`config.mk`:
```
export PLATFORM = sky130hd
export DESIGN_NAME = shader_bytecode_token_decoder_core_flat
export DESIGN_NICKNAME = d
export VERILOG_FILES = /design/src/sv/sbtd_pkg.sv /design/src/sv/sbtd_if.sv /design/src/sv/shader_bytecode_token_decoder_core.sv /design/src/sv/sbtd_cfg_regs.sv /design/src/sv/sbtd_in_stage.sv /design/src/sv/sbtd_decoder.sv /design/src/sv/sbtd_out_stage.sv /design/src/flat_wrapper.sv
export SDC_FILE = /design/constraint.sdc
export NUM_CORES = 1
export LEC_CHECK = 0
export BUFFER_PORTS_ARGS = -buffer_cell sky130_fd_sc_hd__buf_4
export CORE_ASPECT_RATIO = 0.6
export CORE_MARGIN = 5
export CORE_UTILIZATION = 40
export CTS_CLUSTER_SIZE = 20
export DETAILED_ROUTE_END_ITERATION = 7
export SETUP_SLACK_MARGIN = 0.1
export SLEW_MARGIN = 10
export SYNTH_ARGS = -nofsm -noshare
export SYNTH_HDL_FRONTEND = slang
export SYNTH_SLANG_ARGS = --single-unit
export TNS_END_PERCENT = 20
```
`constraint.sdc`:
```
create_clock -name clk_i -period 6 [get_ports clk_i]
set_input_delay 0.3 -clock clk_i [delete_from_list [all_inputs] [get_ports clk_i]]
set_output_delay 0.3 -clock clk_i [all_outputs]
set_load 0.05 [all_outputs]
```
`src/sv/sbtd_pkg.sv`:
```
// sbtd_pkg: shared types, opcode constants and helper functions for the
// shader bytecode token decoder. No dependencies.
package sbtd_pkg;

  localparam int unsigned MaxSources = 8;
  localparam int unsigned DefWords   = 4;

  // configuration port
  localparam int unsigned CfgAddrW      = 3;
  localparam logic        CfgRegVersion = 1'b0;
  localparam logic [1:0]  VersionReset  = 2'd3;

  localparam logic [15:0] OpLoop    = 16'd27;
  localparam logic [15:0] OpDcl     = 16'd31;
  localparam logic [15:0] OpRep     = 16'd38;
  localparam logic [15:0] OpIf      = 16'd40;
  localparam logic [15:0] OpIfc     = 16'd41;
  localparam logic [15:0] OpBreakc  = 16'd45;
  localparam logic [15:0] OpDefb    = 16'd47;
  localparam logic [15:0] OpDefi    = 16'd48;
  localparam logic [15:0] OpDef     = 16'd81;
  localparam logic [15:0] OpBreakp  = 16'd96;
  localparam logic [15:0] OpPhase   = 16'hfffd;
  localparam logic [15:0] OpComment = 16'hfffe;
  localparam logic [15:0] OpEnd     = 16'hffff;

  typedef enum logic [3:0] {
    KindInstr    = 4'd0,
    KindDcl      = 4'd1,
    KindDst      = 4'd2,
    KindSrc      = 4'd3,
    KindPred     = 4'd4,
    KindRelative = 4'd5,
    KindDefWord  = 4'd6,
    KindComment  = 4'd7,
    KindEnd      = 4'd8,
    KindError    = 4'd9
  } kind_e;

  typedef struct packed {
    logic [3:0]  token_kind;
    logic [15:0] opcode;
    logic [14:0] count;
    logic [4:0]  reg_type;
    logic [10:0] reg_num;
    logic [7:0]  select_bits;
    logic [3:0]  modifier;
    logic [3:0]  dst_shift;
    logic [3:0]  flag_bits;
    logic [31:0] raw_value;
    logic        instr_end;
  } res_t;

  function automatic logic is_flow(input logic [15:0] op);
    return op == OpIf || op == OpIfc || op == OpRep || op == OpLoop ||
           op == OpBreakc || op == OpBreakp;
  endfunction

  function automatic logic is_def(input logic [15:0] op);
    return op == OpDef || op == OpDefi || op == OpDefb;
  endfunction

  function automatic logic [4:0] reg_type_of(input logic [31:0] t);
    return {t[12:11], t[30:28]};
  endfunction

  // relative, centroid, partial; saturate is added for destinations only
  function automatic logic [3:0] reg_flags(input logic [31:0] t);
    return {t[21], t[22], 1'b0, t[13]};
  endfunction

endpackage

```
`src/sv/sbtd_if.sv`:
```
// sbtd_tok_if / sbtd_res_if: valid-ready channels for token and result beats.
// Depends on nothing.
interface sbtd_tok_if;
  logic        valid;
  logic        ready;
  logic [31:0] token_word;

  modport source (output valid, output token_word, input ready);
  modport sink (input valid, input token_word, output ready);
endinterface

interface sbtd_res_if;
  logic               valid;
  logic               ready;
  logic        [3:0]  token_kind;
  logic        [15:0] opcode;
  logic        [14:0] count;
  logic        [4:0]  reg_type;
  logic        [10:0] reg_num;
  logic        [7:0]  select_bits;
  logic        [3:0]  modifier;
  logic signed [3:0]  dst_shift;
  logic        [3:0]  flag_bits;
  logic        [31:0] raw_value;
  logic               instr_end;

  modport source (output valid, output token_kind, output opcode, output count,
                  output reg_type, output reg_num, output select_bits, output modifier,
                  output dst_shift, output flag_bits, output raw_value,
                  output instr_end, input ready);
  modport sink (input valid, input token_kind, input opcode, input count,
                input reg_type, input reg_num, input select_bits, input modifier,
                input dst_shift, input flag_bits, input raw_value,
                input instr_end, output ready);
endinterface

```
`src/sv/shader_bytecode_token_decoder_core.sv`:
```
// shader bytecode token decoder top level: input register, decode, result register.
// Each token beat passes the input register and the decode, and its result beat is
// offered from the result register once that register is free to take it.
// Throughput: one token per cycle while the result channel is ready; the parse state
// updates in the same cycle the token is decoded, so consecutive tokens flow without gaps.
// Reset (rst_ni, async low): parse state to expect a header, version to 3.
// Depends on sbtd_pkg, sbtd_if and the sbtd_* submodules.
module shader_bytecode_token_decoder_core
  import sbtd_pkg::*;
(
  input  logic                clk_i,
  input  logic                rst_ni,
  sbtd_tok_if.sink            tok_in,
  sbtd_res_if.source          res_out,
  input  logic                psel,
  input  logic                penable,
  input  logic                pwrite,
  input  logic [CfgAddrW-1:0] paddr,
  input  logic [31:0]         pwdata,
  output logic [31:0]         prdata,
  output logic                pready
);

  logic [1:0]  version;
  logic        in_valid;
  logic [31:0] in_token;
  logic        out_free;
  logic        adv;
  res_t        res;

  // a held token moves on when the result register can take it
  assign adv = in_valid && out_free;

  sbtd_cfg_regs u_cfg (
    .clk_i,
    .rst_ni,
    .psel,
    .penable,
    .pwrite,
    .paddr,
    .pwdata,
    .prdata,
    .pready,
    .version_o (version)
  );

  sbtd_in_stage u_in (
    .clk_i,
    .rst_ni,
    .tok     (tok_in),
    .take_i  (adv),
    .valid_o (in_valid),
    .token_o (in_token)
  );

  sbtd_decoder u_dec (
    .clk_i,
    .rst_ni,
    .adv_i     (adv),
    .token_i   (in_token),
    .version_i (version),
    .res_o     (res)
  );

  sbtd_out_stage u_out (
    .clk_i,
    .rst_ni,
    .load_i (adv),
    .res_i  (res),
    .free_o (out_free),
    .res    (res_out)
  );

endmodule

```
`src/sv/sbtd_cfg_regs.sv`:
```
// sbtd_cfg_regs: apb register slice holding the shader major version.
// Depends on sbtd_pkg.
module sbtd_cfg_regs
  import sbtd_pkg::*;
(
  input  logic                clk_i,
  input  logic                rst_ni,
  input  logic                psel,
  input  logic                penable,
  input  logic                pwrite,
  input  logic [CfgAddrW-1:0] paddr,
  input  logic [31:0]         pwdata,
  output logic [31:0]         prdata,
  output logic                pready,
  output logic [1:0]          version_o
);

  logic [1:0] version_q, version_d;
  logic       hit;

  assign hit    = paddr[CfgAddrW-1] == CfgRegVersion;
  assign pready = 1'b1;

  always_comb begin
    version_d = version_q;
    if (psel && penable && pwrite && hit) begin
      version_d = pwdata[1:0];
    end
  end

  always_ff @(posedge clk_i or negedge rst_ni) begin
    if (!rst_ni) begin
      version_q <= VersionReset;
    end else begin
      version_q <= version_d;
    end
  end

  assign prdata    = hit ? {30'd0, version_q} : 32'd0;
  assign version_o = version_q;

endmodule

```
`src/sv/sbtd_in_stage.sv`:
```
// sbtd_in_stage: input register for token beats.
// Depends on sbtd_pkg and sbtd_tok_if.
module sbtd_in_stage
  import sbtd_pkg::*;
(
  input  logic        clk_i,
  input  logic        rst_ni,
  sbtd_tok_if.sink    tok,
  input  logic        take_i,
  output logic        valid_o,
  output logic [31:0] token_o
);

  logic        valid_q, valid_d;
  logic [31:0] token_q;
  logic        load;

  // refill in the same cycle the held token moves on
  assign tok.ready = !valid_q || take_i;
  assign load      = tok.valid && tok.ready;

  always_comb begin
    valid_d = valid_q;
    if (load) begin
      valid_d = 1'b1;
    end else if (take_i) begin
      valid_d = 1'b0;
    end
  end

  always_ff @(posedge clk_i or negedge rst_ni) begin
    if (!rst_ni) begin
      valid_q <= 1'b0;
    end else begin
      valid_q <= valid_d;
    end
  end

  always_ff @(posedge clk_i) begin
    if (load) begin
      token_q <= tok.token_word;
    end
  end

  assign valid_o = valid_q;
  assign token_o = token_q;

endmodule

```
`src/sv/sbtd_decoder.sv`:
```
// sbtd_decoder: parse state and the single-pass token decode.
// Depends on sbtd_pkg.
module sbtd_decoder
  import sbtd_pkg::*;
(
  input  logic        clk_i,
  input  logic        rst_ni,
  input  logic        adv_i,
  input  logic [31:0] token_i,
  input  logic [1:0]  version_i,
  output res_t        res_o
);

  localparam logic [2:0] PhHdr    = 3'd0;
  localparam logic [2:0] PhDcl    = 3'd1;
  localparam logic [2:0] PhDst    = 3'd2;
  localparam logic [2:0] PhRelDst = 3'd3;
  localparam logic [2:0] PhOpnd   = 3'd4;
  localparam logic [2:0] PhRelSrc = 3'd5;
  localparam logic [2:0] PhDefw   = 3'd6;
  localparam logic [2:0] PhCmt    = 3'd7;

  logic [2:0]  phase_q, phase_d;
  logic [14:0] slots_q, slots_d;
  logic [3:0]  slot_q, slot_d;
  logic [15:0] op_q, op_d;
  logic        pred_q, pred_d;
  logic [3:0]  src_q, src_d;
  logic [2:0]  defl_q, defl_d;

  logic [14:0] slots_dec;
  logic [3:0]  slot_inc;
  logic [3:0]  src_inc;
  logic [14:0] len;
  logic [14:0] len_m1;
  logic [15:0] hdr_op;
  logic        special;
  logic        rel;
  logic [2:0]  after_dst;
  logic        after_dst_clr;

  assign slots_dec = (slots_q != 15'd0) ? slots_q - 15'd1 : slots_q;
  assign slot_inc  = (slot_q != 4'hf) ? slot_q + 4'd1 : slot_q;
  assign src_inc   = (src_q != 4'hf) ? src_q + 4'd1 : src_q;
  assign hdr_op    = token_i[15:0];
  assign rel       = token_i[13];
  assign special   = (op_q == OpDcl) || is_def(op_q);
  assign len_m1    = (len > 15'd1) ? len - 15'd1 : 15'd0;

  always_comb begin
    if (hdr_op == OpComment) begin
      len = token_i[30:16];
    end else if (hdr_op == OpEnd || hdr_op == OpPhase) begin
      len = 15'd0;
    end else begin
      len = {11'd0, token_i[27:24]};
    end
  end

  // where a dcl or def goes once its destination is done
  always_comb begin
    after_dst     = PhHdr;
    after_dst_clr = 1'b0;
    if (is_def(op_q) && defl_q != 3'd0) begin
      after_dst     = PhDefw;
      after_dst_clr = 1'b1;
    end
  end

  always_comb begin
    res_o           = '0;
    res_o.raw_value = token_i;
    phase_d = PhHdr;
    slots_d = slots_q;
    slot_d  = slot_q;
    op_d    = op_q;
    pred_d  = pred_q;
    src_d   = src_q;
    defl_d  = defl_q;

    case (phase_q)
      PhHdr: begin
        op_d              = hdr_op;
        pred_d            = token_i[28];
        src_d             = 4'd0;
        slot_d            = 4'd0;
        defl_d            = 3'd0;
        slots_d           = len;
        res_o.count       = len;
        res_o.select_bits = token_i[23:16];
        res_o.flag_bits   = {2'b00, token_i[30], token_i[28]};
        res_o.token_kind  = KindInstr;
        if (hdr_op == OpEnd) begin
          res_o.token_kind = KindEnd;
          phase_d          = PhHdr;
        end else if (hdr_op == OpComment) begin
          phase_d = (len != 15'd0) ? PhCmt : PhHdr;
        end else if (hdr_op == OpDcl) begin
          phase_d = PhDcl;
        end else if (is_def(hdr_op)) begin
          defl_d  = (len_m1 < 15'(DefWords)) ? len_m1[2:0] : 3'(DefWords);
          phase_d = PhDst;
        end else if (is_flow(hdr_op)) begin
          phase_d = (len != 15'd0) ? PhOpnd : PhHdr;
        end else begin
          phase_d = (len != 15'd0) ? PhDst : PhHdr;
        end
      end
      PhDcl: begin
        res_o.token_kind = KindDcl;
        res_o.reg_type   = {1'b0, token_i[30:27]};
        res_o.reg_num    = {7'd0, token_i[19:16]};
        res_o.modifier   = token_i[3:0];
        phase_d          = PhDst;
      end
      PhDst: begin
        res_o.token_kind  = KindDst;
        res_o.reg_type    = reg_type_of(token_i);
        res_o.reg_num     = token_i[10:0];
        res_o.select_bits = {4'd0, token_i[19:16]};
        res_o.dst_shift   = token_i[27:24];
        res_o.flag_bits   = reg_flags(token_i) | {2'b00, token_i[20], 1'b0};
        if (special) begin
          if (rel && version_i == 2'd3) begin
            phase_d = PhRelDst;
          end else begin
            phase_d = after_dst;
            if (after_dst_clr) slot_d = 4'd0;
          end
        end else begin
          slot_d  = slot_inc;
          slots_d = slots_dec;
          if (rel && version_i == 2'd3) begin
            phase_d = PhRelDst;
          end else begin
            phase_d = (slots_dec != 15'd0) ? PhOpnd : PhHdr;
          end
        end
      end
      PhRelDst, PhRelSrc: begin
        res_o.token_kind  = KindRelative;
        res_o.reg_type    = reg_type_of(token_i);
        res_o.reg_num     = token_i[10:0];
        res_o.select_bits = token_i[23:16];
        if (phase_q == PhRelDst && special) begin
          phase_d = after_dst;
          if (after_dst_clr) slot_d = 4'd0;
        end else begin
          slot_d  = slot_inc;
          slots_d = slots_dec;
          phase_d = (slots_dec != 15'd0) ? PhOpnd : PhHdr;
        end
      end
      PhOpnd: begin
        slot_d  = slot_inc;
        slots_d = slots_dec;
        phase_d = (slots_dec != 15'd0) ? PhOpnd : PhHdr;
        if (!is_flow(op_q) && slot_q == 4'd1 && pred_q) begin
          res_o.token_kind  = KindPred;
          res_o.reg_type    = reg_type_of(token_i);
          res_o.reg_num     = token_i[10:0];
          res_o.select_bits = token_i[23:16];
          res_o.modifier    = token_i[27:24];
          res_o.flag_bits   = reg_flags(token_i);
        end else if (src_q >= 4'(MaxSources)) begin
          // overrun: report and consume, no relative token follows
          res_o.token_kind = KindError;
          res_o.count      = {11'd0, src_q};
          src_d            = src_inc;
        end else begin
          res_o.token_kind  = KindSrc;
          res_o.count       = {11'd0, src_q};
          res_o.reg_type    = reg_type_of(token_i);
          res_o.reg_num     = token_i[10:0];
          res_o.select_bits = token_i[23:16];
          res_o.modifier    = token_i[27:24];
          res_o.flag_bits   = reg_flags(token_i);
          src_d             = src_inc;
          if (rel && version_i >= 2'd2) begin
            phase_d = PhRelSrc;
          end
        end
      end
      PhDefw: begin
        res_o.token_kind = KindDefWord;
        res_o.count      = {11'd0, slot_q};
        slot_d           = slot_inc;
        defl_d           = (defl_q != 3'd0) ? defl_q - 3'd1 : defl_q;
        phase_d          = (defl_d != 3'd0) ? PhDefw : PhHdr;
      end
      default: begin
        res_o.token_kind = KindComment;
        slots_d          = slots_dec;
        phase_d          = (slots_dec != 15'd0) ? PhCmt : PhHdr;
      end
    endcase

    res_o.opcode    = op_d;
    res_o.instr_end = phase_d == PhHdr;
  end

  always_ff @(posedge clk_i or negedge rst_ni) begin
    if (!rst_ni) begin
      phase_q <= PhHdr;
      slots_q <= 15'd0;
      slot_q  <= 4'd0;
      op_q    <= 16'd0;
      pred_q  <= 1'b0;
      src_q   <= 4'd0;
      defl_q  <= 3'd0;
    end else if (adv_i) begin
      phase_q <= phase_d;
      slots_q <= slots_d;
      slot_q  <= slot_d;
      op_q    <= op_d;
      pred_q  <= pred_d;
      src_q   <= src_d;
      defl_q  <= defl_d;
    end
  end

endmodule

```
`src/sv/sbtd_out_stage.sv`:
```
// sbtd_out_stage: result register driving the result channel.
// Depends on sbtd_pkg and sbtd_res_if.
module sbtd_out_stage
  import sbtd_pkg::*;
(
  input  logic       clk_i,
  input  logic       rst_ni,
  input  logic       load_i,
  input  res_t       res_i,
  output logic       free_o,
  sbtd_res_if.source res
);

  logic valid_q, valid_d;
  res_t res_q;

  assign free_o = !valid_q || res.ready;

  always_comb begin
    valid_d = valid_q;
    if (load_i) begin
      valid_d = 1'b1;
    end else if (res.ready) begin
      valid_d = 1'b0;
    end
  end

  always_ff @(posedge clk_i or negedge rst_ni) begin
    if (!rst_ni) begin
      valid_q <= 1'b0;
    end else begin
      valid_q <= valid_d;
    end
  end

  always_ff @(posedge clk_i) begin
    if (load_i) begin
      res_q <= res_i;
    end
  end

  assign res.valid       = valid_q;
  assign res.token_kind  = res_q.token_kind;
  assign res.opcode      = res_q.opcode;
  assign res.count       = res_q.count;
  assign res.reg_type    = res_q.reg_type;
  assign res.reg_num     = res_q.reg_num;
  assign res.select_bits = res_q.select_bits;
  assign res.modifier    = res_q.modifier;
  assign res.dst_shift   = signed'(res_q.dst_shift);
  assign res.flag_bits   = res_q.flag_bits;
  assign res.raw_value   = res_q.raw_value;
  assign res.instr_end   = res_q.instr_end;

endmodule

```
`src/flat_wrapper.sv`:
```
// flat-port wrapper written by rule: the top's interface ports become plain ports
module shader_bytecode_token_decoder_core_flat import sbtd_pkg::*;
  (clk_i, rst_ni, psel, penable, pwrite, paddr, pwdata, prdata, pready, tok_in_valid, tok_in_token_word, tok_in_ready, res_out_valid, res_out_token_kind, res_out_opcode, res_out_count, res_out_reg_type, res_out_reg_num, res_out_select_bits, res_out_modifier, res_out_dst_shift, res_out_flag_bits, res_out_raw_value, res_out_instr_end, res_out_ready);
  sbtd_tok_if tok_in_i ();
  sbtd_res_if res_out_i ();
  input  logic clk_i;
  input  logic rst_ni;
  input  logic psel;
  input  logic penable;
  input  logic pwrite;
  input  logic [CfgAddrW-1:0] paddr;
  input  logic [31:0] pwdata;
  output logic [31:0] prdata;
  output logic pready;
  input wire logic [$bits(tok_in_i.valid)-1:0] tok_in_valid;
  input wire logic [$bits(tok_in_i.token_word)-1:0] tok_in_token_word;
  output wire logic [$bits(tok_in_i.ready)-1:0] tok_in_ready;
  output wire logic [$bits(res_out_i.valid)-1:0] res_out_valid;
  output wire logic [$bits(res_out_i.token_kind)-1:0] res_out_token_kind;
  output wire logic [$bits(res_out_i.opcode)-1:0] res_out_opcode;
  output wire logic [$bits(res_out_i.count)-1:0] res_out_count;
  output wire logic [$bits(res_out_i.reg_type)-1:0] res_out_reg_type;
  output wire logic [$bits(res_out_i.reg_num)-1:0] res_out_reg_num;
  output wire logic [$bits(res_out_i.select_bits)-1:0] res_out_select_bits;
  output wire logic [$bits(res_out_i.modifier)-1:0] res_out_modifier;
  output wire logic [$bits(res_out_i.dst_shift)-1:0] res_out_dst_shift;
  output wire logic [$bits(res_out_i.flag_bits)-1:0] res_out_flag_bits;
  output wire logic [$bits(res_out_i.raw_value)-1:0] res_out_raw_value;
  output wire logic [$bits(res_out_i.instr_end)-1:0] res_out_instr_end;
  input wire logic [$bits(res_out_i.ready)-1:0] res_out_ready;
  assign tok_in_i.valid = tok_in_valid;
  assign tok_in_i.token_word = tok_in_token_word;
  assign tok_in_ready = tok_in_i.ready;
  assign res_out_valid = res_out_i.valid;
  assign res_out_token_kind = res_out_i.token_kind;
  assign res_out_opcode = res_out_i.opcode;
  assign res_out_count = res_out_i.count;
  assign res_out_reg_type = res_out_i.reg_type;
  assign res_out_reg_num = res_out_i.reg_num;
  assign res_out_select_bits = res_out_i.select_bits;
  assign res_out_modifier = res_out_i.modifier;
  assign res_out_dst_shift = res_out_i.dst_shift;
  assign res_out_flag_bits = res_out_i.flag_bits;
  assign res_out_raw_value = res_out_i.raw_value;
  assign res_out_instr_end = res_out_i.instr_end;
  assign res_out_i.ready = res_out_ready;
  shader_bytecode_token_decoder_core u_core (.clk_i(clk_i), .rst_ni(rst_ni), .tok_in(tok_in_i), .res_out(res_out_i), .psel(psel), .penable(penable), .pwrite(pwrite), .paddr(paddr), .pwdata(pwdata), .prdata(prdata), .pready(pready));
endmodule
```
# Yosys cells after proc, flatten, opt, wreduce, memory -nomap -nowiden
# Cells that the tools add are included.
[word_totals]
output_inout_bits = 139
regBits = 186
[classes]
reduce_logical = 54
n_bitwise = 3
n_lt_le_gt_ge = 4
mux = 64
eq_ne = 38
n_addsub = 5
[op_table]
columns = ["op", "count"]
rows = [
  ["16-bit by 6-bit == test with 1-bit output, second input constant", 12],
  ["15-bit two-way mux", 5],
  ["3-bit two-way mux", 24],
  ["16-bit by 5-bit == test with 1-bit output, second input constant", 4],
  ["16-bit by 7-bit == test with 1-bit output, second input constant", 4],
  ["15-bit case mux with 4 select lines", 1],
  ["28-bit two-way mux", 2],
  ["4-bit two-way mux", 14],
  ["16-bit == test, second input constant", 3],
  ["16-bit case mux with 3 select lines", 1],
  ["15-bit case mux with 3 select lines", 1],
  ["15-bit nonzero test", 3],
  ["15-bit by 1-bit subtractor with 15-bit output, second input constant", 2],
  ["4-bit case mux with 6 select lines", 1],
  ["8-bit case mux with 3 select lines", 1],
  ["1-bit logical OR", 18],
  ["3-bit case mux with 6 select lines", 1],
  ["16-bit two-way mux", 1],
  ["4-bit case mux with 2 select lines", 2],
  ["4-bit case mux with 4 select lines", 1],
  ["15-bit by 1-bit > comparator with 1-bit output, second input constant", 1],
  ["15-bit by 3-bit less-than comparator with 1-bit output, second input constant", 1],
  ["4-bit case mux with 3 select lines", 1],
  ["1-bit logical AND", 11],
  ["other kinds (27)", 53],
]

# Depth between registers and ports, before layout
# Gate-level depths: netlist of run 1.
[depth]
ltp_word = 13
mapped_depth = 12

# By module
# Synthesis of run 1 repeated with hierarchy kept, for this count alone.
[hier_totals]
cells_unflattened = 850
hier_area_um2 = 9409.0
[modules_own_cells]
columns = ["mod", "cells_each", "area_per_inst_um2", "instances"]
rows = [
  ["sbtd_decoder", 666, 4853.4, 1],
  ["sbtd_out_stage", 107, 3170.5, 1],
  ["sbtd_in_stage", 36, 1014.7, 1],
  ["sbtd_cfg_regs", 40, 364.1, 1],
  ["shader_bytecode_token_decoder_core", 1, 6.3, 1],
]

# Worst setup path before layout of run 1
# Ideal clock, no wire load.
[synth_timing]
kind = "register to register"
startpoint = "reg u_core.u_out.valid_q, in the netlist u_core.u_out.res.valid"
endpoint = "reg u_core.u_dec.defl_q[2]"
t_arrival_ps = 5237
required_ps = 5880
stages_incl_launch_ff = 8
slack_ps = 643
cell_sequence = "dfrtp_1 nand2b_1 nand2_1 inv_1 clkbuf_1 o21ai_0 a32o_1 a31o_2"
[synth_between]
elab_chain_cells = 4
[synth_rtl]
columns = ["item", "line", "rtl"]
rows = [
  ["from (decl)", "sbtd_out_stage.sv:14", "logic valid_q, valid_d;"],
  ["from (signal assigned)", "sbtd_out_stage.sv:32", "valid_q <= valid_d;"],
  ["1-bit zero test", "sbtd_out_stage.sv:17", "assign free_o = !valid_q || res.ready;"],
  ["1-bit logical OR", "sbtd_out_stage.sv:17", ""],
  ["1-bit logical AND", "shader_bytecode_token_decoder_core.sv:32", "assign adv = in_valid && out_free;"],
  ["net u_core.adv", "shader_bytecode_token_decoder_core.sv:28", "logic adv;"],
  ["2-bit AND reduction (no line)", "n/a", ""],
  ["to (signal assigned)", "sbtd_decoder.sv:218", "defl_q <= defl_d;"],
  ["to (decl)", "sbtd_decoder.sv:29", "logic [2:0] defl_q, defl_d;"],
]
# The timed path passes the listed nets, and every way through them passes these cells.
# A chain may end at the register's enable or synchronous reset.

# Worst setup path after layout of run 1
[layout_timing]
startpoint = "reg u_core.u_in.token_q[13], in the netlist u_core.u_in.token_o[13]"
endpoint = "reg u_core.u_dec.defl_q[1]"
[layout_between]
elab_chain_cells = 13
elab_cells_between_ends = 22
classes_between = "add/sub (1); order compare (2); eq/ne (7); mux (9); reduce/logical (3)"
[layout_rtl]
columns = ["item", "line", "rtl"]
rows = [
  ["from (decl)", "sbtd_in_stage.sv:15", "logic [31:0] token_q;"],
  ["from (signal assigned)", "sbtd_in_stage.sv:41", "token_q <= tok.token_word;"],
  ["16-bit == test (on tied branches)", "sbtd_decoder.sv:53, sbtd_decoder.sv:93", ""],
  ["1-bit logical OR", "sbtd_decoder.sv:53", "end else if (hdr_op == OpEnd || hdr_op == OpPhase) begin"],
  ["4-bit two-way mux", "sbtd_decoder.sv:53", ""],
  ["15-bit two-way mux", "sbtd_decoder.sv:51", "if (hdr_op == OpComment) begin"],
  ["15-bit by 1-bit subtractor with 15-bit output or 15-bit by 1-bit > comparator with 1-bit output (tied branches)", "sbtd_decoder.sv:48", "assign len_m1 = (len > 15'd1) ? len - 15'd1 : 15'd0;"],
  ["15-bit two-way mux", "sbtd_decoder.sv:48", ""],
  ["15-bit by 3-bit less-than comparator with 1-bit output", "sbtd_decoder.sv:101", "defl_d = (len_m1 < 15'(DefWords)) ? len_m1[2:0] : 3'(DefWords);"],
  ["3-bit two-way mux", "sbtd_decoder.sv:101", ""],
  ["3-bit two-way mux", "sbtd_decoder.sv:100", "end else if (is_def(hdr_op)) begin"],
  ["3-bit two-way mux", "sbtd_decoder.sv:98", "end else if (hdr_op == OpDcl) begin"],
  ["3-bit two-way mux", "sbtd_decoder.sv:96", "end else if (hdr_op == OpComment) begin"],
  ["3-bit two-way mux (*)", "sbtd_decoder.sv:93", "if (hdr_op == OpEnd) begin"],
  ["3-bit case mux with 2 select lines (*)", "sbtd_decoder.sv:81", "case (phase_q)"],
]
# Mark *: on every way between the ends. The rest lies on a longest branch, timed or not.

==> run summary, run 1 <==
In the post-synthesis netlist, the biggest area contributors are sky130_fd_sc_hd__edfxtp_1 (46%), sky130_fd_sc_hd__dfrtp_1 (13%), sky130_fd_sc_hd__nand2_1 (5.8%), sky130_fd_sc_hd__buf_4 (2.7%), sky130_fd_sc_hd__o21ai_0 (2.0%). The first-pass iteration count of the detailed router came out at 5. Walking the worst path, the cells encountered are nand4_1 > or4_1 > a22oi_1 > ha_1 > nand4_1 > o211ai_1 > o21ai_0 > a31oi_1 > nand4b_1 > o31ai_1. The worst setup path is launched from a register.

The clock slew at the register clock pins of the worst setup and hold paths came out at 70 ps. The final layout contains 1,028 nets. The half-perimeter wire length after placement is 16.87 mm.

In this run the power spent charging and discharging nets is 0.002106 W. Capture instance of the worst register-to-register path: u_core.u_dec.defl_q[1]. Class of the worst hold path: in2reg. On the critical path, the stage with the largest delay is an instance of sky130_fd_sc_hd__or4_1.

Total vias in the final route: 6,717. The share of the cycle needed by the critical path after routing came out at 0.6480. The area share of the largest cell type after synthesis was 0.4577; the final estimated routing congestion in global placement was 0.8954.

The number of clock buffers added by TritonCTS is 17. The most common library cell in the layout ignoring fill and taps was sky130_fd_sc_hd__buf_4. The run finished with clean final reports.

The tools report the final worst hold slack as 27.04 ps. The area of the die is 25,490 µm². The tools report the effective utilization at floorplan as 0.4053. For the worst setup path, the data arrival time is 4230 ps. The via count of the first global-routing pass came out at 6,266. Setup repair after global routing left no endpoint under its margin. After detailed routing, the total wire length is 23.99 mm.

The commonest register cell after synthesis is sky130_fd_sc_hd__edfxtp_1. In this run, synthesis produced a sequential element count of 186. In this run, synthesis inferred 136 flip-flops with an integrated enable. Synthesis produced a netlist whose cell count is 810.

The tools report the sequential power share as 0.392. Average size of a mapped cell: 11.02 µm². The tools report the startpoint of the most critical register-to-register path as u_core.u_in.token_o[13].

Entering global routing, the biggest net connects 63 pins. Based on the critical path, the design can be clocked at up to 0.2572 GHz. Total routing usage reported by global routing: 0.1856. The worst hold path begins at tok_in_token_word[2]. Relative to the synthesized area, the layout overhead comes to 20.89%. During synthesis, Yosys emitted a total of 0 warnings.

The share of total power consumed by net switching is 0.4122. Number of stages on the worst hold path: 1. The relative contribution of the clock network to total power was 0.230.

The synthesized netlist occupies a cell area of 8924 µm². Using the TritonRoute via totals, the vias-per-cell ratio works out to 5.404. Broken down by cell family, the worst path's largest delay share belongs to simple AND/OR/NAND/NOR gates. The number of buffers and inverters on the critical path is 0. The measured slew at the worst slew-check pin was 1047 ps.

The final number of hold-violating endpoints is 0, and the vertical die dimension is 125.7 µm. The post-layout minimum cycle time is 3888 ps, and the max-slew violation count is 0. The count of max-cap constraint violations was 0; the sequential element share of the synthesized area was 0.5981. On the worst path, the slowest cell contributes a delay of 780 ps. Counting distinct cell types in the post-synthesis netlist gives 77. The cell type contributing the most total cell area after synthesis was sky130_fd_sc_hd__edfxtp_1. The detailed-route DRC error count is 0, and the required time reported for the critical path endpoint is 6350 ps. Fraction of registers with async set or reset after synthesis: 0.2688. The library cells used most frequently in the layout, excluding fill and tap cells, are sky130_fd_sc_hd__buf_4 (156), sky130_fd_sc_hd__nand2_1 (137), sky130_fd_sc_hd__edfxtp_1 (136).

The depth of the worst register-to-register path was 10. The fraction of final layout cells sized beyond drive strength 1 works out to 0.2165. The logs give 0.0002397 V for the largest voltage drop on the vdd net and 4.442 nW for the leakage power. The clock passes through at most 2 buffers. The tools report the total congestion overflow after global routing as 0. The worst setup slack after layout is 2112 ps, and the number of nets still failing antenna checks after routing is 0. The count of pins on the block boundary was 213; the number of antenna violations at the first check in global routing was 0.

Measured along the x axis, the die boundary spans 202.8 µm. CTS built an H-tree with a depth of 4. Among the stages of the critical path, the cell type that occurs most often is sky130_fd_sc_hd__nand4_1. The clock arrives with 14.67 ps of skew.

End point of the worst hold path: u_core.u_in.token_o[2]. Internal power comes to 0.003003 W. Type of the setup path with the least slack: reg2reg.

The number of input and output port buffers inserted is 149. The headroom to the max-slew limit was 0.2996; the aggregate negative setup slack was 0 ps. TritonCTS built the clock tree.

Setup slack on the worst reg-to-reg path comes out at 2110 ps. The worst setup path is captured at a register. The area of the placeable core is 22,020 µm², and the DRC violation total after the first TritonRoute iteration is 594. The first global-routing pass estimated 37.12 mm of wire.

For this design, the sink count on the clock tree is 186. The ratio of total power to cell area came out at 473.7 nW/µm². The tools report the fraction of power consumed by combinational cells as 0.378. The number of core rows was 42. Clock latency on the worst-skew pair, taken at its later pin, is 440 ps.

In this run the clock root is driven by a sky130_fd_sc_hd__clkbuf_16. The number of setup violations in the final report came out at 0. The worst setup slack before clock tree synthesis is 2308 ps. The number of instances resized during post-cts repair was 0.

After detailed routing, the average wire length per cell comes to 19.30 µm. The critical-path maximum fanout came out at 8.
-- state kept, by name, summed over array words and instances, names as in the netlist, 5 cells and up --
| register | cells |
|---|---|
| u_core.u_out.res.select_bits | 8 |
| u_core.u_dec.op_q | 16 |
| u_core.u_out.res.reg_num | 11 |
| u_core.u_out.res.count | 15 |
| u_core.u_out.res.raw_value | 32 |
| u_core.u_out.res.opcode | 16 |
| u_core.u_dec.slots_q | 15 |
| u_core.u_out.res.reg_type | 5 |
| u_core.u_in.token_o | 32 |
-- metrics by stage --
step / std cells / utilization / area, µm² / power [W]
floorplan: 839 / - / 9032 / 0.003404
global placement: 1209 / 0.4620 / 10170 / 0.003929
detailed placement: 1209 / 0.4620 / 10170 / 0.003947
CTS: 1242 / 0.4898 / 10790 / 0.005127
global route: 1242 / 0.4898 / 10790 / 0.005403
finish: 1243 / 0.4899 / 10790 / 0.005110
-- routing by layer --
layer,global-route usage,share of wire,up-vias
li1,-,-,3203
met1,0.2957,0.50,3230
met2,0.2293,0.38,264
met3,0.08068,0.11,20
met4,0.03630,0.0072,0
met5,0,0,-
-- power groups by stage --
| stage | Sequential, W | Clock, W | Combinational (W) |
|---|---|---|---|
| floorplan | 0.00235 | 0 | 0.00106 |
| CTS | 0.00200 | 0.00120 | 0.00193 |
| global route | 0.00204 | 0.00126 | 0.00210 |
| global placement | 0.00202 | 0 | 0.00191 |
| finish | 0.00200 | 0.00117 | 0.00193 |
| detailed placement | 0.00202 | 0 | 0.00193 |
-- cells in the mapped netlist (3+ instances only) --
| cell | number |
|---|---|
| sky130_fd_sc_hd__dfrtp_1 | 48 |
| sky130_fd_sc_hd__o21ai_0 | 35 |
| sky130_fd_sc_hd__a22oi_1 | 4 |
| sky130_fd_sc_hd__buf_1 | 4 |
| sky130_fd_sc_hd__a21o_1 | 6 |
| sky130_fd_sc_hd__nor4_1 | 13 |
| sky130_fd_sc_hd__nor2_1 | 45 |
| sky130_fd_sc_hd__or2_2 | 3 |
| sky130_fd_sc_hd__buf_2 | 3 |
| sky130_fd_sc_hd__and3_1 | 18 |
| sky130_fd_sc_hd__a21oi_1 | 24 |
| sky130_fd_sc_hd__or3_1 | 5 |
| sky130_fd_sc_hd__inv_1 | 23 |
| sky130_fd_sc_hd__nand2b_1 | 10 |
| sky130_fd_sc_hd__edfxtp_1 | 136 |
| sky130_fd_sc_hd__nor2b_1 | 13 |
| sky130_fd_sc_hd__nor3b_1 | 4 |
| sky130_fd_sc_hd__and2_1 | 20 |
| sky130_fd_sc_hd__nand4_1 | 18 |
| sky130_fd_sc_hd__mux2i_1 | 5 |
| sky130_fd_sc_hd__xor2_1 | 3 |
| sky130_fd_sc_hd__ha_1 | 11 |
| sky130_fd_sc_hd__clkbuf_1 | 31 |
| sky130_fd_sc_hd__nor3_1 | 17 |
| sky130_fd_sc_hd__a211o_1 | 3 |
| sky130_fd_sc_hd__nand2_1 | 137 |
| sky130_fd_sc_hd__o22a_1 | 4 |
| sky130_fd_sc_hd__nand3b_1 | 6 |
| sky130_fd_sc_hd__o22ai_1 | 8 |
| sky130_fd_sc_hd__or4_1 | 6 |
| sky130_fd_sc_hd__buf_4 | 32 |
| sky130_fd_sc_hd__a31oi_1 | 18 |
| sky130_fd_sc_hd__nand3_1 | 9 |
| sky130_fd_sc_hd__mux2_2 | 3 |
| sky130_fd_sc_hd__a32o_1 | 4 |
| sky130_fd_sc_hd__o31ai_1 | 8 |
| sky130_fd_sc_hd__nand4b_1 | 4 |
| sky130_fd_sc_hd__a22o_1 | 14 |
| sky130_fd_sc_hd__o211ai_1 | 6 |
-- worst register-to-register path: stages, from the launching register on --
cell	delay, ps
sky130_fd_sc_hd__edfxtp_1	510
sky130_fd_sc_hd__nand4_1	420
sky130_fd_sc_hd__or4_1	790
sky130_fd_sc_hd__a22oi_1	660
sky130_fd_sc_hd__ha_1	410
sky130_fd_sc_hd__nand4_1	110
sky130_fd_sc_hd__o211ai_1	170
sky130_fd_sc_hd__o21ai_0	100
sky130_fd_sc_hd__a31oi_1	170
sky130_fd_sc_hd__nand4b_1	190
sky130_fd_sc_hd__o31ai_1	280
-- cell type report --
class                           instances  area (µm²)
Antenna cell                            1       2.502
Clock buffer                           20       436.7
Clock inverter                         12       166.4
Fill cell                            1977       11230
Inverter                               24       92.59
Multi-Input combinational cell        557        3213
Sequential cell                       186        5338
Tap cell                              286       357.8
Timing Repair Buffer                  157        1181
-- how the worst max path moves through the flow --
stage                                       start  depth (start not counted)                endpoint  slack [ps]
after global routing      u_core.u_in.token_o[13]                         10  u_core.u_dec.defl_q[1]        1940
after CTS                 u_core.u_in.token_o[13]                         10  u_core.u_dec.defl_q[1]        2260
final                     u_core.u_in.token_o[13]                         10  u_core.u_dec.defl_q[1]        2110
after global placement    u_core.u_in.token_o[13]                         10  u_core.u_dec.defl_q[2]        2350
after floorplan            u_core.u_out.res.valid                          7  u_core.u_dec.defl_q[2]         640
after detailed placement  u_core.u_in.token_o[13]                         10  u_core.u_dec.defl_q[1]        2310
-- timing repair --
action                                  CTS  global route
endpoints found under the setup margin    0             0
endpoints found under the hold margin    48             0
hold buffers                              1             0
buffers inserted                          0             0
-- cell families (layout without fill, tap and decap cells) --
group / after synthesis / after routing / share of synthesized area
adders and majority gates: 11 / 11 / 0.01542
DFF: 186 / 186 / 0.5981
xor gates and xnor gates: 3 / 3 / 0.002945
other: 2 / 32 / 0.0008416
buffers and inverters: 96 / 213 / 0.05594
and+or+nand+nor: 345 / 345 / 0.1963
AOI/OAI and AO/OA: 159 / 159 / 0.1210
muxes: 8 / 8 / 0.009394
No activity file was read; power rests on OpenSTA's default activity.
==> run 2: changes to the inputs <==
==> constraint.sdc (replaced) <==
create_clock -name clk_i -period 3.86 [get_ports clk_i]
set_input_delay 0.193 -clock clk_i [delete_from_list [all_inputs] [get_ports clk_i]]
set_output_delay 0.193 -clock clk_i [all_outputs]
set_load 0.05 [all_outputs]
==> run summary, run 2 (synthesis results as in run 1) <==
The clock root buffer was sky130_fd_sc_hd__clkbuf_16. The area of the die is 25,490 µm² (unchanged), and the maximum cell stage delay along the critical path is 780 ps (about the same). The tools report the number of sinks handled by clock tree synthesis as 186 (unchanged). The ratio of total power to cell area is 706.0 nW/µm² (+49%), and the floorplan die width is 202.8 µm (unchanged). Number of instances resized during post-cts repair: 0 (unchanged). The run gives 17 (unchanged) as the number of buffers added by the clock tree synthesis step. The library cell used most frequently in the layout, excluding fill and tap cells, is sky130_fd_sc_hd__buf_4. Setup repair after global routing left no endpoint under its margin. The number of core rows was 42 (unchanged). The clock skew after layout is 9.038 ps (-5.636 ps). Final number of hold-violating endpoints: 0 (unchanged).

The total congestion overflow after global routing is 0 (unchanged). The number of setup violations in the final report is 0 (unchanged), and the utilization after layout is 0.5073 (+0.01733). The class of the worst hold path is in2reg. The max-slew violation count is 0 (unchanged), and the layout overhead on the synthesized area is 25.17%.

The fraction of final layout cells sized beyond drive strength 1 is 0.2166 (about the same), and the first-pass iteration count of the detailed router is 5 (unchanged). The logs give 0 (unchanged) for the count of max-cap constraint violations and 22,020 µm² (unchanged) for the area of the placeable core. The kind of launch point of the worst setup path was a register. The detailed-route DRC error count came out at 0 (unchanged). The routed wire length per instance was 19.26 µm (-0.21%).

The tools report the aggregate negative setup slack as 0 ps (unchanged). For the worst-case clock buffer depth, the log shows 2 (unchanged). Traced cell by cell, the critical path runs through nand4_1 > or4_1 > a22oi_1 > ha_1 > nand4_1 > o211ai_1 > o21ai_0 > a31oi_1 > nand4b_1 > o31ai_1. The run gives 38.12 mm (+2.7%) as the first-pass GRT wire length. The logs give 36 (+35) for the number of hold buffers added after cts and 0.2961 GHz (+15%) for the maximum clock rate. The total vias in the final route was 6,966 (+3.7%). Final estimated routing congestion in global placement: 0.8879 (-0.84%). The highest-delay cell along the critical path was sky130_fd_sc_hd__or4_1.

The via count of the first global-routing pass is 6,527 (+4.2%). The number of diodes added for antenna fixing is 0 (-1), and the half-perimeter wire length after placement is 17.17 mm (+1.8%). The final-stage net count came out at 1,074 (+4.5%).

The logs give 0.3389 (+0.03935) for the headroom to the max-slew limit and 504 (-15%) for the DRC violation total after the first TritonRoute iteration. The tools report the total detailed-routing wirelength as 24.81 mm (+3.4%). The largest voltage drop on the vdd net was 0.0004094 V (+71%); the share of the cycle needed by the critical path after routing was 0.8750 (+0.2270).

The tools report the total routing usage reported by global routing as 0.1923 (+0.006615). The type of the setup path with the least slack is reg2reg. In this design, the critical path's most frequently occurring cell is sky130_fd_sc_hd__nand4_1. The tools report the data arrival time of the worst path as 3720 ps (-510 ps).

For the count of pins on the block boundary, the log shows 213 (unchanged). In the layout the commonest cells are sky130_fd_sc_hd__buf_4 (167), sky130_fd_sc_hd__nand2_1 (137), sky130_fd_sc_hd__edfxtp_1 (136). Total power of the final layout: 0.007885 W (+54%). The measured slew at the worst slew-check pin came out at 987.9 ps (-58.81 ps).

The run gives 450 ps (about the same) as the insertion delay of the later-clocked pin in the worst-skew pair. The run gives 0 (unchanged) as the number of nets still failing antenna checks after routing. The total setup buffers inserted after CTS was 0 (unchanged); the vertical die dimension was 125.7 µm (unchanged). The clock slew at the register clock pins of the worst setup and hold paths was 70 ps (about the same).

The number of vias per cell is 5.408 (about the same). TritonCTS built the clock tree. Leakage power: 4.617 nW (+3.9%). The critical-path maximum fanout is 7 (-1). The worst setup path is captured at a register. For the required time reported for the critical path endpoint, the log shows 4200 ps (-2150 ps). The fill cell total of the finished layout is 1,932 (-2.3%). The effective utilization at floorplan came out at 0.4053 (unchanged). The tools report the number of antenna violations at the first check in global routing as 0 (unchanged). The run finished with clean final reports. For the maximum number of pins on one net before global-route repair, the log shows 77 (+22%). The post-layout minimum cycle time is 3377 ps (-510.8 ps).

The number of input and output port buffers inserted was 149 (unchanged); the maximum level of the CTS H-tree was 4 (unchanged).
==> run 2: cell types whose count changed in the layout (fill, tap and decap cells not counted), moves of 2 or more <==
cell,delta
sky130_fd_sc_hd__dlygate4sd3_1,+35
sky130_fd_sc_hd__buf_4,+11
sky130_fd_sc_hd__bufinv_16,-2
sky130_fd_sc_hd__clkinv_1,+2
==> run 2: final timing paths <==
check / from / to / slack (ps) / depth (start not counted)
min in group asynchronous: rst_ni / u_core.u_dec.slots_q[4] / 350 / 2
max: u_core.u_in.token_o[12] / u_core.u_dec.defl_q[1] / 480 / 10
min: res_out_ready / u_core.u_out.res.valid / 50 / 3
max in group asynchronous: rst_ni / u_core.u_dec.op_q[4] / 3030 / 2
max reg2reg: u_core.u_in.token_o[12] / u_core.u_dec.defl_q[1] / 480 / 10
min reg2reg: u_core.u_in.token_o[31] / u_core.u_out.res.raw_value[31] / 420 / 0
==> run 2: worst max-delay path: cells and delay by family, from the launching register on <==
kind / cells / cell delay [ps]
AO/OA/AOI/OAI: 5 / 1120
adder cells (fa/ha/maj): 1 / 260
flip-flops: 1 / 460
AND/OR/NAND/NOR: 4 / 1410
==> run 2: power by group <==
group | total [W] | switching (W) | internal [W]
sequential | 0.00311 | 0.000418 | 0.00269
clock | 0.00169 | 0.000797 | 0.000895
combinational | 0.00309 | 0.00210 | 0.000989
total | 0.00789 | 0.00331 | 0.00457
==> run 2: final cells by class <==
type	instances	area, µm²	area share
tap	286	357.8	0.03204
clock buffer	19	432.9	0.03876
sequential	186	5338	0.4779
timing repair buffer	203	1614	0.1445
clock inverter	13	121.4	0.01087
multi-input combinational	557	3213	0.2877
inverter	24	92.59	0.008289
==> run 2: metrics by stage <==
| stage | area [µm²] | cells | setup WS, ps | hold WS (ps) |
|---|---|---|---|---|
| after global routing | 11170 | 1288 | 270.5 | 66.39 |
| after floorplan | 9034 | 839 | 442.2 | -102.6 |
| after global placement | 10250 | 1220 | 661.8 | 296.8 |
| after detailed placement | 10250 | 1220 | 562.2 | 299.3 |
| after CTS | 11170 | 1288 | 531.5 | 20.50 |
| final | 11170 | 1288 | 482.5 | 45.03 |
==> run 2: per-layer routing <==
layer | part of all wire | vias to the layer above | GRT usage | routed length [µm]
met1 | 0.50 | 3420 | 0.3069 | 12490
met5 | 0 | - | 0 | 0
met4 | 0.011 | 0 | 0.04467 | 276
met3 | 0.099 | 25 | 0.07760 | 2464
met2 | 0.39 | 248 | 0.2382 | 9575
li1 | - | 3273 | - | -
